### src/design/tsu_pkg.sv
// Shared types, widths and constants for the duration string parser.
// No dependencies; every module of the block imports this package.
package tsu_pkg;

   // Sizes of the number path
   localparam int MANT_W   = 40;   // mantissa bits
   localparam int MAX_FRAC = 9;    // fraction digits kept
   localparam int RES_W    = 48;   // result bits
   localparam int COEF_W   = 6;    // unit coefficient (36 for hours)
   localparam int EXP_W    = 4;    // unit power of ten
   localparam int FRAC_W   = 4;    // fraction digit count
   localparam int X_W      = MANT_W + COEF_W;
   localparam int P_W      = ((X_W > RES_W) ? X_W : RES_W) + 4;
   localparam int OUT_W    = ((RES_W + 2 + 7) / 8) * 8;

   localparam logic [MANT_W-1:0] MANT_MAX = '1;
   localparam logic [RES_W-1:0]  RES_MAX  = '1;

   // Powers of ten up to 10^12, indexed by a four-bit exponent; entries 13 to 15 repeat 10^12
   localparam logic [63:0] POW10_TAB [16] = '{
      64'd1, 64'd10, 64'd100, 64'd1000, 64'd10000, 64'd100000, 64'd1000000,
      64'd10000000, 64'd100000000, 64'd1000000000, 64'd10000000000,
      64'd100000000000, 64'd1000000000000, 64'd1000000000000,
      64'd1000000000000, 64'd1000000000000
   };

   localparam int DIV_W = $clog2(POW10_TAB[MAX_FRAC] + 64'd1);
   localparam int CNT_W = $clog2(X_W + 1);

   // Characters of interest
   localparam logic [7:0] CH_0   = 8'h30;
   localparam logic [7:0] CH_9   = 8'h39;
   localparam logic [7:0] CH_DOT = 8'h2E;
   localparam logic [7:0] CH_H   = 8'h68;
   localparam logic [7:0] CH_M   = 8'h6D;
   localparam logic [7:0] CH_S   = 8'h73;
   localparam logic [7:0] CH_U   = 8'h75;

   typedef enum logic [1:0] {
      PH_NUMBER,
      PH_SUF1,
      PH_SUF2,
      PH_SUFBAD
   } phase_type;

   typedef enum logic [1:0] {
      ST_OK       = 2'd0,
      ST_FORMAT   = 2'd1,
      ST_OVERFLOW = 2'd2
   } status_type;

   typedef enum logic [2:0] {
      BK_IDLE,
      BK_LOAD,
      BK_SCALE,
      BK_DIV,
      BK_DONE
   } back_state_type;

   // One parsed string, handed from the parser to the scaler
   typedef struct packed {
      logic              fmt_err;
      logic              mant_ovf;
      logic [MANT_W-1:0] mant;
      logic [COEF_W-1:0] coef;
      logic [EXP_W-1:0]  exp10;
      logic [FRAC_W-1:0] frac;
   } job_type;

endpackage

### src/design/time_string_to_microseconds.sv
// Top level of the duration string parser: parser, job queue and scaler.
// Depends on tsu_pkg, tsu_front, tsu_queue and tsu_back.

// Characters of a duration string ("12.5ms", "3h", "250") arrive one beat per
// cycle; the parser takes one character every cycle while the two-entry job
// queue has room. Each beat with tlast yields one result beat carrying the
// duration in microseconds and a status (0 ok, 1 format error, 2 saturated).
// Per string, the scaler multiplies by the unit, then scales up one factor of ten
// per step when the unit outweighs the fraction digits (at most eight), or
// divides a power of ten out with its one-bit-per-cycle restoring divider. The
// result sits in an output register, so the scaler moves on while it waits.
module time_string_to_microseconds
   import tsu_pkg::*;
(
   input  logic             clock,
   input  logic             reset,
   input  logic             req_tvalid,
   output logic             req_tready,
   input  logic [7:0]       req_tdata,   // [7:0] char_code
   input  logic             req_tuser,   // [0] no_char
   input  logic             req_tlast,
   output logic             rsp_tvalid,
   input  logic             rsp_tready,
   output logic [OUT_W-1:0] rsp_tdata    // [47:0] usecs, [49:48] status
);

   job_type job_wr;
   job_type job_rd;
   logic    job_push;
   logic    job_pop;
   logic    q_empty;
   logic    q_full;

   tsu_front u_front (
      .clock      (clock),
      .reset      (reset),
      .req_tvalid (req_tvalid),
      .req_tready (req_tready),
      .req_tdata  (req_tdata),
      .req_tuser  (req_tuser),
      .req_tlast  (req_tlast),
      .q_full     (q_full),
      .job_push   (job_push),
      .job        (job_wr)
   );

   tsu_queue u_queue (
      .clock (clock),
      .reset (reset),
      .push  (job_push),
      .din   (job_wr),
      .pop   (job_pop),
      .dout  (job_rd),
      .empty (q_empty),
      .full  (q_full)
   );

   tsu_back u_back (
      .clock      (clock),
      .reset      (reset),
      .job        (job_rd),
      .q_empty    (q_empty),
      .q_pop      (job_pop),
      .rsp_tvalid (rsp_tvalid),
      .rsp_tready (rsp_tready),
      .rsp_tdata  (rsp_tdata)
   );

endmodule

### src/design/tsu_front.sv
// Character parser: builds mantissa, fraction count and suffix per string.
// Depends on tsu_pkg; emits one job per string into the job queue.
module tsu_front
   import tsu_pkg::*;
(
   input  logic       clock,
   input  logic       reset,
   input  logic       req_tvalid,
   output logic       req_tready,
   input  logic [7:0] req_tdata,   // [7:0] char_code
   input  logic       req_tuser,   // [0] no_char
   input  logic       req_tlast,
   input  logic       q_full,
   output logic       job_push,
   output job_type    job
);

   phase_type         phase_ff, phase_in;
   logic [MANT_W-1:0] mant_ff, mant_in;
   logic [FRAC_W-1:0] frac_ff, frac_in;
   logic              point_ff, point_in;
   logic [7:0]        suf1_ff, suf1_in;
   logic [7:0]        suf2_ff, suf2_in;
   logic              ovf_ff, ovf_in;
   logic              fmt_ff, fmt_in;

   logic              take;
   logic              is_digit;
   logic              is_dot;
   logic [3:0]        digit;
   logic [7:0]        digit_wide;
   logic [MANT_W+3:0] mant_x10;
   logic [MANT_W+3:0] cand;
   logic [MANT_W+3:0] cand_max;
   logic              dec_err;
   logic [COEF_W-1:0] coef;
   logic [EXP_W-1:0]  exp10;

   assign req_tready = !q_full;
   assign take       = req_tvalid && req_tready;

   // Classify the character and form the next mantissa candidates
   assign is_digit   = (req_tdata inside {[CH_0:CH_9]});
   assign is_dot     = (req_tdata == CH_DOT);
   assign digit_wide = req_tdata - CH_0;
   assign digit      = digit_wide[3:0];
   assign mant_x10   = ({4'b0, mant_ff} << 3) + ({4'b0, mant_ff} << 1);
   assign cand       = mant_x10 + {{MANT_W{1'b0}}, digit};
   assign cand_max   = mant_x10 + (MANT_W+4)'(9);

   // Advance the parse state by one character
   always_comb begin
      phase_in = phase_ff;
      mant_in  = mant_ff;
      frac_in  = frac_ff;
      point_in = point_ff;
      suf1_in  = suf1_ff;
      suf2_in  = suf2_ff;
      ovf_in   = ovf_ff;
      fmt_in   = fmt_ff;
      if (take && !req_tuser) begin
         if (phase_ff == PH_NUMBER && (is_dot || is_digit)) begin
            if (is_dot) begin
               if (point_ff) begin
                  fmt_in = 1'b1;
               end
               point_in = 1'b1;
            end else if (!ovf_ff) begin
               if (point_ff) begin
                  // drop fraction digits that no longer fit
                  if (frac_ff < FRAC_W'(MAX_FRAC) && cand_max <= {4'b0, MANT_MAX}) begin
                     mant_in = cand[MANT_W-1:0];
                     frac_in = frac_ff + 1'b1;
                  end
               end else if (cand > {4'b0, MANT_MAX}) begin
                  ovf_in  = 1'b1;
                  mant_in = MANT_MAX;
               end else begin
                  mant_in = cand[MANT_W-1:0];
               end
            end
         end else begin
            case (phase_ff)
               PH_NUMBER: begin
                  suf1_in  = req_tdata;
                  phase_in = PH_SUF1;
               end
               PH_SUF1: begin
                  suf2_in  = req_tdata;
                  phase_in = PH_SUF2;
               end
               default: begin
                  phase_in = PH_SUFBAD;
               end
            endcase
         end
      end
   end

   // Decode the unit from the suffix as it stands after this character
   always_comb begin
      dec_err = 1'b0;
      coef    = COEF_W'(1);
      exp10   = EXP_W'(0);
      case (phase_in)
         PH_NUMBER: begin
            dec_err = 1'b0;
         end
         PH_SUF1: begin
            if (suf1_in == CH_H) begin
               coef  = COEF_W'(36);
               exp10 = EXP_W'(8);
            end else if (suf1_in == CH_M) begin
               coef  = COEF_W'(6);
               exp10 = EXP_W'(7);
            end else if (suf1_in == CH_S) begin
               exp10 = EXP_W'(6);
            end else begin
               dec_err = 1'b1;
            end
         end
         PH_SUF2: begin
            if (suf2_in != CH_S) begin
               dec_err = 1'b1;
            end else if (suf1_in == CH_U) begin
               exp10 = EXP_W'(0);
            end else if (suf1_in == CH_M) begin
               exp10 = EXP_W'(3);
            end else begin
               dec_err = 1'b1;
            end
         end
         default: begin
            dec_err = 1'b1;
         end
      endcase
   end

   // Hand the finished string to the back end
   assign job_push     = take && req_tlast;
   assign job.fmt_err  = fmt_in || dec_err;
   assign job.mant_ovf = ovf_in;
   assign job.mant     = mant_in;
   assign job.coef     = coef;
   assign job.exp10    = exp10;
   assign job.frac     = frac_in;

   // Hold the parse state; clear it at the end of each string
   always_ff @(posedge clock) begin
      if (reset || job_push) begin
         phase_ff <= PH_NUMBER;
         mant_ff  <= '0;
         frac_ff  <= '0;
         point_ff <= 1'b0;
         suf1_ff  <= '0;
         suf2_ff  <= '0;
         ovf_ff   <= 1'b0;
         fmt_ff   <= 1'b0;
      end else begin
         phase_ff <= phase_in;
         mant_ff  <= mant_in;
         frac_ff  <= frac_in;
         point_ff <= point_in;
         suf1_ff  <= suf1_in;
         suf2_ff  <= suf2_in;
         ovf_ff   <= ovf_in;
         fmt_ff   <= fmt_in;
      end
   end

endmodule

### src/design/tsu_queue.sv
// Two-entry job queue between the parser and the scaler.
// Depends on tsu_pkg for the job type.
module tsu_queue
   import tsu_pkg::*;
(
   input  logic    clock,
   input  logic    reset,
   input  logic    push,
   input  job_type din,
   input  logic    pop,
   output job_type dout,
   output logic    empty,
   output logic    full
);

   job_type    mem_ff [2];
   logic       wr_ff, wr_in;
   logic       rd_ff, rd_in;
   logic [1:0] cnt_ff, cnt_in;

   assign empty = (cnt_ff == 2'd0);
   assign full  = (cnt_ff == 2'd2);
   assign dout  = mem_ff[rd_ff];

   // Advance pointers and fill count
   always_comb begin
      wr_in  = wr_ff ^ push;
      rd_in  = rd_ff ^ pop;
      cnt_in = cnt_ff + {1'b0, push} - {1'b0, pop};
   end

   always_ff @(posedge clock) begin
      if (reset) begin
         wr_ff  <= 1'b0;
         rd_ff  <= 1'b0;
         cnt_ff <= 2'd0;
      end else begin
         wr_ff  <= wr_in;
         rd_ff  <= rd_in;
         cnt_ff <= cnt_in;
      end
   end

   // Store the job
   always_ff @(posedge clock) begin
      if (push) begin
         mem_ff[wr_ff] <= din;
      end
   end

endmodule

### src/design/tsu_back.sv
// Scaler: multiplies by the unit, then scales up in steps of ten or divides
// by a power of ten one quotient bit a cycle. Depends on tsu_pkg.
module tsu_back
   import tsu_pkg::*;
(
   input  logic             clock,
   input  logic             reset,
   input  job_type          job,
   input  logic             q_empty,
   output logic             q_pop,
   output logic             rsp_tvalid,
   input  logic             rsp_tready,
   output logic [OUT_W-1:0] rsp_tdata   // [RES_W-1:0] usecs, [RES_W+1:RES_W] status
);

   back_state_type    state_ff, state_in;
   job_type           job_ff, job_in;
   logic [P_W-1:0]    x_ff, x_in;
   logic [CNT_W-1:0]  cnt_ff, cnt_in;
   logic [DIV_W-1:0]  dvs_ff, dvs_in;
   logic [DIV_W-1:0]  rem_ff, rem_in;
   logic [RES_W-1:0]  res_ff, res_in;
   logic [1:0]        st_ff, st_in;
   logic              out_vld_ff, out_vld_in;
   logic [RES_W-1:0]  out_usecs_ff;
   logic [1:0]        out_st_ff;

   logic              out_free;
   logic              scale_done;
   logic [X_W-1:0]    mul;
   logic [P_W-1:0]    prod;
   logic [EXP_W-1:0]  up_steps;
   logic [EXP_W-1:0]  down_exp;
   logic [63:0]       dvs_sel;
   logic [DIV_W:0]    shifted;
   logic              qbit;

   assign out_free = !out_vld_ff || rsp_tready;

   // Arithmetic of each step
   assign mul      = X_W'(job_ff.mant) * X_W'(job_ff.coef);
   assign prod     = (x_ff << 3) + (x_ff << 1);
   assign up_steps = job_ff.exp10 - job_ff.frac;
   assign down_exp = job_ff.frac - job_ff.exp10;
   assign dvs_sel  = POW10_TAB[down_exp];
   assign shifted  = {rem_ff, x_ff[X_W-1]};
   assign qbit     = (shifted >= {1'b0, dvs_ff});
   assign scale_done = (cnt_ff == '0) || (prod > P_W'(RES_MAX));

   // Next state
   always_comb begin
      state_in = state_ff;
      case (state_ff)
         BK_IDLE: begin
            if (!q_empty) begin
               state_in = BK_LOAD;
            end
         end
         BK_LOAD: begin
            if (job_ff.fmt_err || job_ff.mant_ovf) begin
               state_in = BK_DONE;
            end else if (job_ff.exp10 >= job_ff.frac) begin
               state_in = BK_SCALE;
            end else begin
               state_in = BK_DIV;
            end
         end
         BK_SCALE: begin
            if (scale_done) begin
               state_in = BK_DONE;
            end
         end
         BK_DIV: begin
            if (cnt_ff == CNT_W'(1)) begin
               state_in = BK_SCALE;
            end
         end
         BK_DONE: begin
            if (out_free) begin
               state_in = BK_IDLE;
            end
         end
         default: begin
            state_in = BK_IDLE;
         end
      endcase
   end

   // Outputs of the control
   always_comb begin
      q_pop = (state_ff == BK_IDLE) && !q_empty;
   end

   // Datapath
   always_comb begin
      job_in = job_ff;
      x_in   = x_ff;
      cnt_in = cnt_ff;
      dvs_in = dvs_ff;
      rem_in = rem_ff;
      res_in = res_ff;
      st_in  = st_ff;
      case (state_ff)
         BK_IDLE: begin
            job_in = job;
         end
         BK_LOAD: begin
            x_in   = {{(P_W-X_W){1'b0}}, mul};
            rem_in = '0;
            if (job_ff.fmt_err) begin
               res_in = '0;
               st_in  = ST_FORMAT;
            end else if (job_ff.mant_ovf) begin
               res_in = RES_MAX;
               st_in  = ST_OVERFLOW;
            end else if (job_ff.exp10 >= job_ff.frac) begin
               cnt_in = CNT_W'(up_steps);
            end else begin
               cnt_in = CNT_W'(X_W);
               dvs_in = dvs_sel[DIV_W-1:0];
            end
         end
         BK_SCALE: begin
            // final range check, one more factor of ten, or saturation when it would overflow
            if (cnt_ff == '0) begin
               if (x_ff > P_W'(RES_MAX)) begin
                  res_in = RES_MAX;
                  st_in  = ST_OVERFLOW;
               end else begin
                  res_in = x_ff[RES_W-1:0];
                  st_in  = ST_OK;
               end
            end else if (prod > P_W'(RES_MAX)) begin
               res_in = RES_MAX;
               st_in  = ST_OVERFLOW;
            end else begin
               x_in   = prod;
               cnt_in = cnt_ff - 1'b1;
            end
         end
         BK_DIV: begin
            // restoring division, one quotient bit a cycle
            if (qbit) begin
               rem_in = DIV_W'(shifted - {1'b0, dvs_ff});
            end else begin
               rem_in = shifted[DIV_W-1:0];
            end
            x_in   = {{(P_W-X_W){1'b0}}, x_ff[X_W-2:0], qbit};
            cnt_in = cnt_ff - 1'b1;
         end
         default: begin
            job_in = job_ff;
         end
      endcase
   end

   // Result register towards the output
   always_comb begin
      if (state_ff == BK_DONE && out_free) begin
         out_vld_in = 1'b1;
      end else if (rsp_tready) begin
         out_vld_in = 1'b0;
      end else begin
         out_vld_in = out_vld_ff;
      end
   end

   always_ff @(posedge clock) begin
      if (reset) begin
         state_ff   <= BK_IDLE;
         out_vld_ff <= 1'b0;
      end else begin
         state_ff   <= state_in;
         out_vld_ff <= out_vld_in;
      end
   end

   always_ff @(posedge clock) begin
      job_ff <= job_in;
      x_ff   <= x_in;
      cnt_ff <= cnt_in;
      dvs_ff <= dvs_in;
      rem_ff <= rem_in;
      res_ff <= res_in;
      st_ff  <= st_in;
      if (state_ff == BK_DONE && out_free) begin
         out_usecs_ff <= res_ff;
         out_st_ff    <= st_ff;
      end
   end

   assign rsp_tvalid = out_vld_ff;
   assign rsp_tdata  = {{(OUT_W-RES_W-2){1'b0}}, out_st_ff, out_usecs_ff};

endmodule

### config.mk
export PLATFORM = sky130hd
export DESIGN_NAME = time_string_to_microseconds
export DESIGN_NICKNAME = d
export VERILOG_FILES = /design/src/design/tsu_pkg.sv /design/src/design/time_string_to_microseconds.sv /design/src/design/tsu_front.sv /design/src/design/tsu_queue.sv /design/src/design/tsu_back.sv
export SDC_FILE = /design/constraint.sdc
export NUM_CORES = 1
export LEC_CHECK = 0
export BUFFER_PORTS_ARGS = -buffer_cell sky130_fd_sc_hd__buf_2
export CAP_MARGIN = 15
export CELL_PAD_IN_SITES_DETAIL_PLACEMENT = 1
export CELL_PAD_IN_SITES_GLOBAL_PLACEMENT = 2
export CORE_UTILIZATION = 42
export CTS_CLUSTER_SIZE = 24
export DETAILED_ROUTE_END_ITERATION = 8
export PLACE_DENSITY_LB_ADDON = 0.1
export SLEW_MARGIN = 20
export SYNTH_ARGS = -nofsm -noshare
export SYNTH_HDL_FRONTEND = slang
export SYNTH_SLANG_ARGS = --single-unit
export TNS_END_PERCENT = 30
### constraint.sdc
create_clock -name clock -period 8.6 [get_ports clock]
set_input_delay 0.86 -clock clock [delete_from_list [all_inputs] [get_ports clock]]
set_output_delay 0.86 -clock clock [all_outputs]
set_load 0.02 [all_outputs]
### After elaboration in Yosys (flattened, before gate mapping)

Memory sizes are Yosys's and may differ from the RTL's. A register that Yosys moved wholly into a read port is not among the register bits.
Cells that the tools add are included.

| cells by class | value |
|---|---|
| reduce and logical (&&, ||, !) cells | 33 |
| multiply operators | 1 |
| magnitude comparators | 9 |
| divide/modulo/power cells | 0 |
| multiplexer cells | 83 |
| bitwise gates (word level) | 6 |
| shift operators | 0 |
| equality and inequality tests | 25 |
| $add $sub $neg | 12 |

Operators by type and width:

| operator | count |
|---|---|
| 2-to-1 mux 40 bit | 7 |
| 2-to-1 mux 48 bit | 5 |
| one-hot mux 52 bit (3 select lines) | 1 |
| greater-than comparator 52 x 48 -> 1 bit, second input constant | 2 |
| 2-to-1 mux 52 bit | 2 |
| one-hot mux 48 bit (2 select lines) | 1 |
| one-hot mux 30 bit (2 select lines) | 1 |
| adder 52 bit | 1 |
| 2-to-1 mux 8 bit | 6 |
| multiplier 40 x 6 -> 46 bit | 1 |
| adder 43 x 41 -> 44 bit | 1 |
| adder 44 x 4 -> 44 bit | 1 |
| adder 44 x 4 -> 44 bit, second input constant | 1 |
| greater-than comparator 44 x 40 -> 1 bit, second input constant | 1 |
| less-or-equal comparator 44 x 40 -> 1 bit, second input constant | 1 |
| 2-to-1 mux 6 bit | 7 |
| 2-to-1 mux 4 bit | 10 |
| == test 8 x 7 -> 1 bit, second input constant | 4 |
| greater-or-equal comparator 31 x 30 -> 1 bit | 1 |
| 2-to-1 mux 30 bit | 1 |
| subtractor 30 bit | 1 |
| 2-to-1 mux 1 bit | 21 |
| 2-to-1 mux 3 bit | 7 |
| one-hot mux 6 bit (3 select lines) | 1 |
| other kinds (40) | 84 |

| storage, ports and cells | value |
|---|---|
| register bits | 261 |
| memories kept | 2 |
| logic and storage cells | 191 |
| memory bits (read-only) | 1024 |
| output and inout bits | 58 |
| input bits | 14 |
| RAM bits | 112 |
| latch bits | 0 |

Memory list:

| memory | depth | bits a word | rd ports | clocked after Yosys merged registers in | write ports | line | RTL |
|---|---|---|---|---|---|---|---|
| (name not given) | 16 | 64 | 1 | 1 | 0 | tsu_back.sv:45 | `assign dvs_sel = POW10_TAB[down_exp];` |
| u_queue.mem_ff | 2 | 56 | 1 | 1 | 1 | tsu_queue.sv:16 | `job_type mem_ff [2];` |

### Logic depth before layout (Yosys ltp)

| depth | value |
|---|---|
| word-level depth | 12 |
| mapped depth | 22 |
| depth with buffers taken out | 21 |

### Cells and area by module

A second synthesis with hierarchy kept.

| second synthesis, totals | value |
|---|---|
| cells, all modules | 3643 |
| area total of the unflattened synthesis | 35482.8 um^2 |

By module, submodules not included:

| module | area an instance (um^2) | sequential area each (um^2) | instances | cells each |
|---|---|---|---|---|
| tsu_back | 23191.0 | 8247.9 | 1 | 2380 |
| tsu_front | 7927.6 | 1301.2 | 1 | 1070 |
| tsu_queue | 4364.2 | 3443.3 | 1 | 193 |

### Worst setup path before layout

No wires, ideal clock.

| path | value |
|---|---|
| kind | register to register |
| from | reg u_back.x_ff[3] |
| to | reg u_back.res_ff[0], enable pin |
| setup slack | 2.492 ns |
| clock period less this slack | 6.108 ns |
| arrival time | 5.650 ns |
| library setup time | 0.458 ns |
| data required time | 8.142 ns |
| cell stages (with the launch flop) | 15 |
| path buffers | 0 |
| cell sequence | edfxtp_1 > ha_1 > o21ai_0 > o21ba_2 > o31ai_1 > o21ai_0 > a21oi_1 > a21boi_0 > a211oi_1 > a31oi_1 > o41a_1 > xor2_1 > o211a_1 > a31o_2 > nor2_1 |

| on the way | value |
|---|---|
| word-level cells in the longest chain between the ends | 4 |

RTL lines:

| what | line | RTL |
|---|---|---|
| start, declared | tsu_back.sv:18 | `logic [P_W-1:0] x_ff, x_in;` |
| start signal, assigned | tsu_back.sv:180 | `x_ff <= x_in;` |
| adder 52 bit | tsu_back.sv:42 | `assign prod = (x_ff << 3) + (x_ff << 1);` |
| greater-than comparator 52 x 48 -> 1 bit | tsu_back.sv:133 | `end else if (prod > P_W'(RES_MAX)) begin` |
| != test 3 x 1 -> 1 bit (no line) | - |  |
| AND reduction 3 bit (no line) | - |  |
| end signal, assigned | tsu_back.sv:184 | `res_ff <= res_in;` |
| end, declared | tsu_back.sv:22 | `logic [RES_W-1:0] res_ff, res_in;` |

No other way between the ends.
A chain may end at the register's enable or synchronous reset.

### Worst setup path in the final report

| path | value |
|---|---|
| from | reg u_back.job_ff[10] (netlist name) |
| to | reg u_back.x_ff[41], data pin |

| on the way | value |
|---|---|
| word-level cells in the longest chain between the ends | 2 |

RTL lines:

| what | line | RTL |
|---|---|---|
| multiplier 40 x 6 -> 46 bit | tsu_back.sv:41 | `assign mul = X_W'(job_ff.mant) * X_W'(job_ff.coef);` |
| one-hot mux 52 bit (3 select lines) | tsu_back.sv:103 | `case (state_ff)` |
| net u_back.x_in[41] | tsu_back.sv:18 |  |

The timed path passes the listed nets, and every way through them passes these cells.

==> metrics.yaml <==
synth_seq_cells: 448
finalHoldViolCount: 0
slowest_delay_ps: 790
vias: 23932
fin_crit_sh_pct: 83.1
combPwrFrac_pct: 58.4
dr.pass1.iters: 5
place_hpwl_mm: 64.8
syn_area_um2: 32100
htree_levels: 2
synth-seq-area-share_pct: 39.6
overflow: 0
power_density_nw_per_um2: 412
pre_cts_slack_ps: 1500
drc: 0
numCtsBuffers: 52
final_common_cell: "edfxtp_1"
slew-limit-headroom_pct: 29.9
crit_fanout: 40
core_area_um2: 75100
cp.required_ps: 8910
setup_tns_ps: 0
swShare_pct: 44.7
cts_tree: "built"
ys.flop_type: "edfxtp_1"
fin_hold_ws_ps: 415
maxCapViolations: 0
grt_first_pass_wirelength_mm: 137
cpMostUsedCell: "inv_1"
p_sw_w: 0.00647
period_needed_ps: 7140
root_buffer: "clkbuf_16"
totalWireLength_mm: 84.8
synth_edf_count: 375
die_y_um: 278
dieArea_um2: 77500
setup_ws_ps: 1460
ys_types: 98
io_buffers: 65
die_width_um: 278
post_cts_buffers: 0
cts.sinks: 448
layout-drive-gt1-share_pct: 11.0
mostFrequentLayoutCells: "edfxtp_1 (375), nand2_1 (292), inv_1 (281)"
final_antenna_net_count: 0
critPathLaunchType: "register"
arrival_ps: 7460
hp-class: "reg -> reg"
async_reset_ff_share_pct: 0
seq_power_share_pct: 26.0
fp-row-count: 100
power_frac_clock_pct: 15.6
fin_nets: 3573
cts_resized: 0
clkTransAtPathRegs_ps: 60
clk-insertion-delay-late_ps: 600
drtIter0Drc: 1198
io_pins: 72
syn_avg_cell_area_um2: 9.95
hold_buffers: 0
gp_congestion: 0.849
end_kind: "register"
cp_slowest_cell: "a2111oi_0"
grt_pass1_vias: 25150
fin_skew_ps: 19.0
synthCells: 3225
crit_chain: "buf_4 -> nand2_1 -> fa_1 -> inv_1 -> ha_1 -> inv_1 -> fa_1 -> inv_1 -> ha_1 -> a21o_1 -> a2111oi_0 -> o31ai_1 -> a2111oi_0 -> o31ai_1 -> a41oi_1 -> nor2_1 -> nor4b_1 -> o41ai_1 -> a21oi_1 -> xor2_1 -> o221ai_1"
rsz0062_at_grt: "false"
worstMarginPinSlew_ps: 1050
critPathBufInv: 4
outcome: "complete, no violations"
n_antenna_cell: 0
vias_per_cell: 5.62
power_leakage_nw: 14.4
crit_type: "reg -> reg"
p_int_w: 0.00800
area_delta_synth_final_pct: 9.29
rrSetupSlack_ps: 1460
grt_start_max_net_pins: 65
antenna_found_initial: 0
finalSetupViolCount: 0
ir_drop_v: 0.000188
wl_per_cell_um: 19.9
yosysWarnings: 0
clock_path_buffers: 3
slew_viol_final: 0
grt_usage_pct: 21.8
start_util_pct: 42.8
fillers: 8310
cp_top_family: "compound AO/OA/AOI/OAI gates"
fmaxAchievable_mhz: 140
[per-stage QoR]
stage	std cells	instance area (um^2)	utilization (%)	total power, W
5_1_grt	4259	35100	46.7	0.0158
2_1_floorplan	3230	32100	-	0.00997
4_1_cts	4259	35100	46.7	0.0146
3_3_place_gp	4164	33300	44.4	0.0120
6_report	4259	35100	46.7	0.0145
3_5_place_dp	4164	33300	44.4	0.0122
[Yosys cell counts, types with 31 or more instances]
library cell,count,area share (%)
xnor2_1,111,3.0
nor2_1,210,2.5
a21oi_1,230,3.6
nand4_1,41,0.80
clkbuf_1,81,0.95
fa_1,81,5.1
nor3_1,64,1.0
nand3_1,60,0.94
edfxtp_1,375,35
mux2_2,58,2.0
nand2_1,292,3.4
inv_1,281,3.3
and2_1,72,1.4
ha_1,229,8.9
xor2_1,76,2.1
a211oi_1,39,0.91
o21ai_0,125,1.9
a211oi_2,68,2.7
nand2b_1,33,0.64
o21a_1,31,0.73
a21o_1,136,3.2
dfxtp_1,73,4.6
[cell type report]
cell class | instances | area (um^2) | share of cell area, %
clock inverters | 29 | 364 | 1.04
inverters | 281 | 1050 | 3.01
well taps | 969 | 1210 | 3.46
flip-flops and latches | 448 | 12700 | 36.3
clock buffers | 66 | 1360 | 3.89
multi-input cells | 2368 | 17800 | 50.7
repair buffers | 98 | 573 | 1.63
[cell families after synthesis]
kind of cell	Yosys count	synth area share, %
xor gates and xnor gates	188	5.15
adders and majority gates	310	14.0
muxes	86	2.91
and+or+nand+nor	922	14.1
other	1	0.0117
AOI/OAI and AO/OA	856	18.9
DFF	448	39.6
buffers and inverters	414	5.27
[registers in the layout, summed over array words and instances (netlist names), 8 cells and up]
name / flops
u_queue.mem_ff: 106
u_back.res_ff: 48
u_front.suf2_ff: 8
u_back.x_ff: 52
u_back.job_ff: 53
u_front.suf1_ff: 8
u_front.mant_ff: 40
u_back.dvs_ff: 28
u_back.rem_ff: 30
u_back.out_usecs_ff: 48
[path summary, 6_finish.rpt]
kind                                         from                      end  depth (start not counted)
worst min register to register  u_back.res_ff[14]  u_back.out_usecs_ff[14]                          0
worst max-delay path            u_back.job_ff[10]          u_back.x_ff[41]                         21
worst max register to register  u_back.job_ff[10]          u_back.x_ff[41]                         21
worst min-delay path            u_back.res_ff[14]  u_back.out_usecs_ff[14]                          0
[metal layers]
layer | track usage [%] | share of wire [%]
met5 | 0 | 0
met4 | 6.45 | 2.8
met3 | 2.08 | 2.4
met2 | 36.8 | 47
met1 | 29.5 | 48
[power groups by stage]
stage	Clock, W	Combinational [W]	Sequential, W
2_1_floorplan	0	0.00627	0.00370
6_report	0.00225	0.00845	0.00377
5_1_grt	0.00239	0.00956	0.00383
4_1_cts	0.00233	0.00850	0.00377
3_5_place_dp	0	0.00841	0.00381
3_3_place_gp	0	0.00819	0.00379
Power figures use the tool's default switching activity.
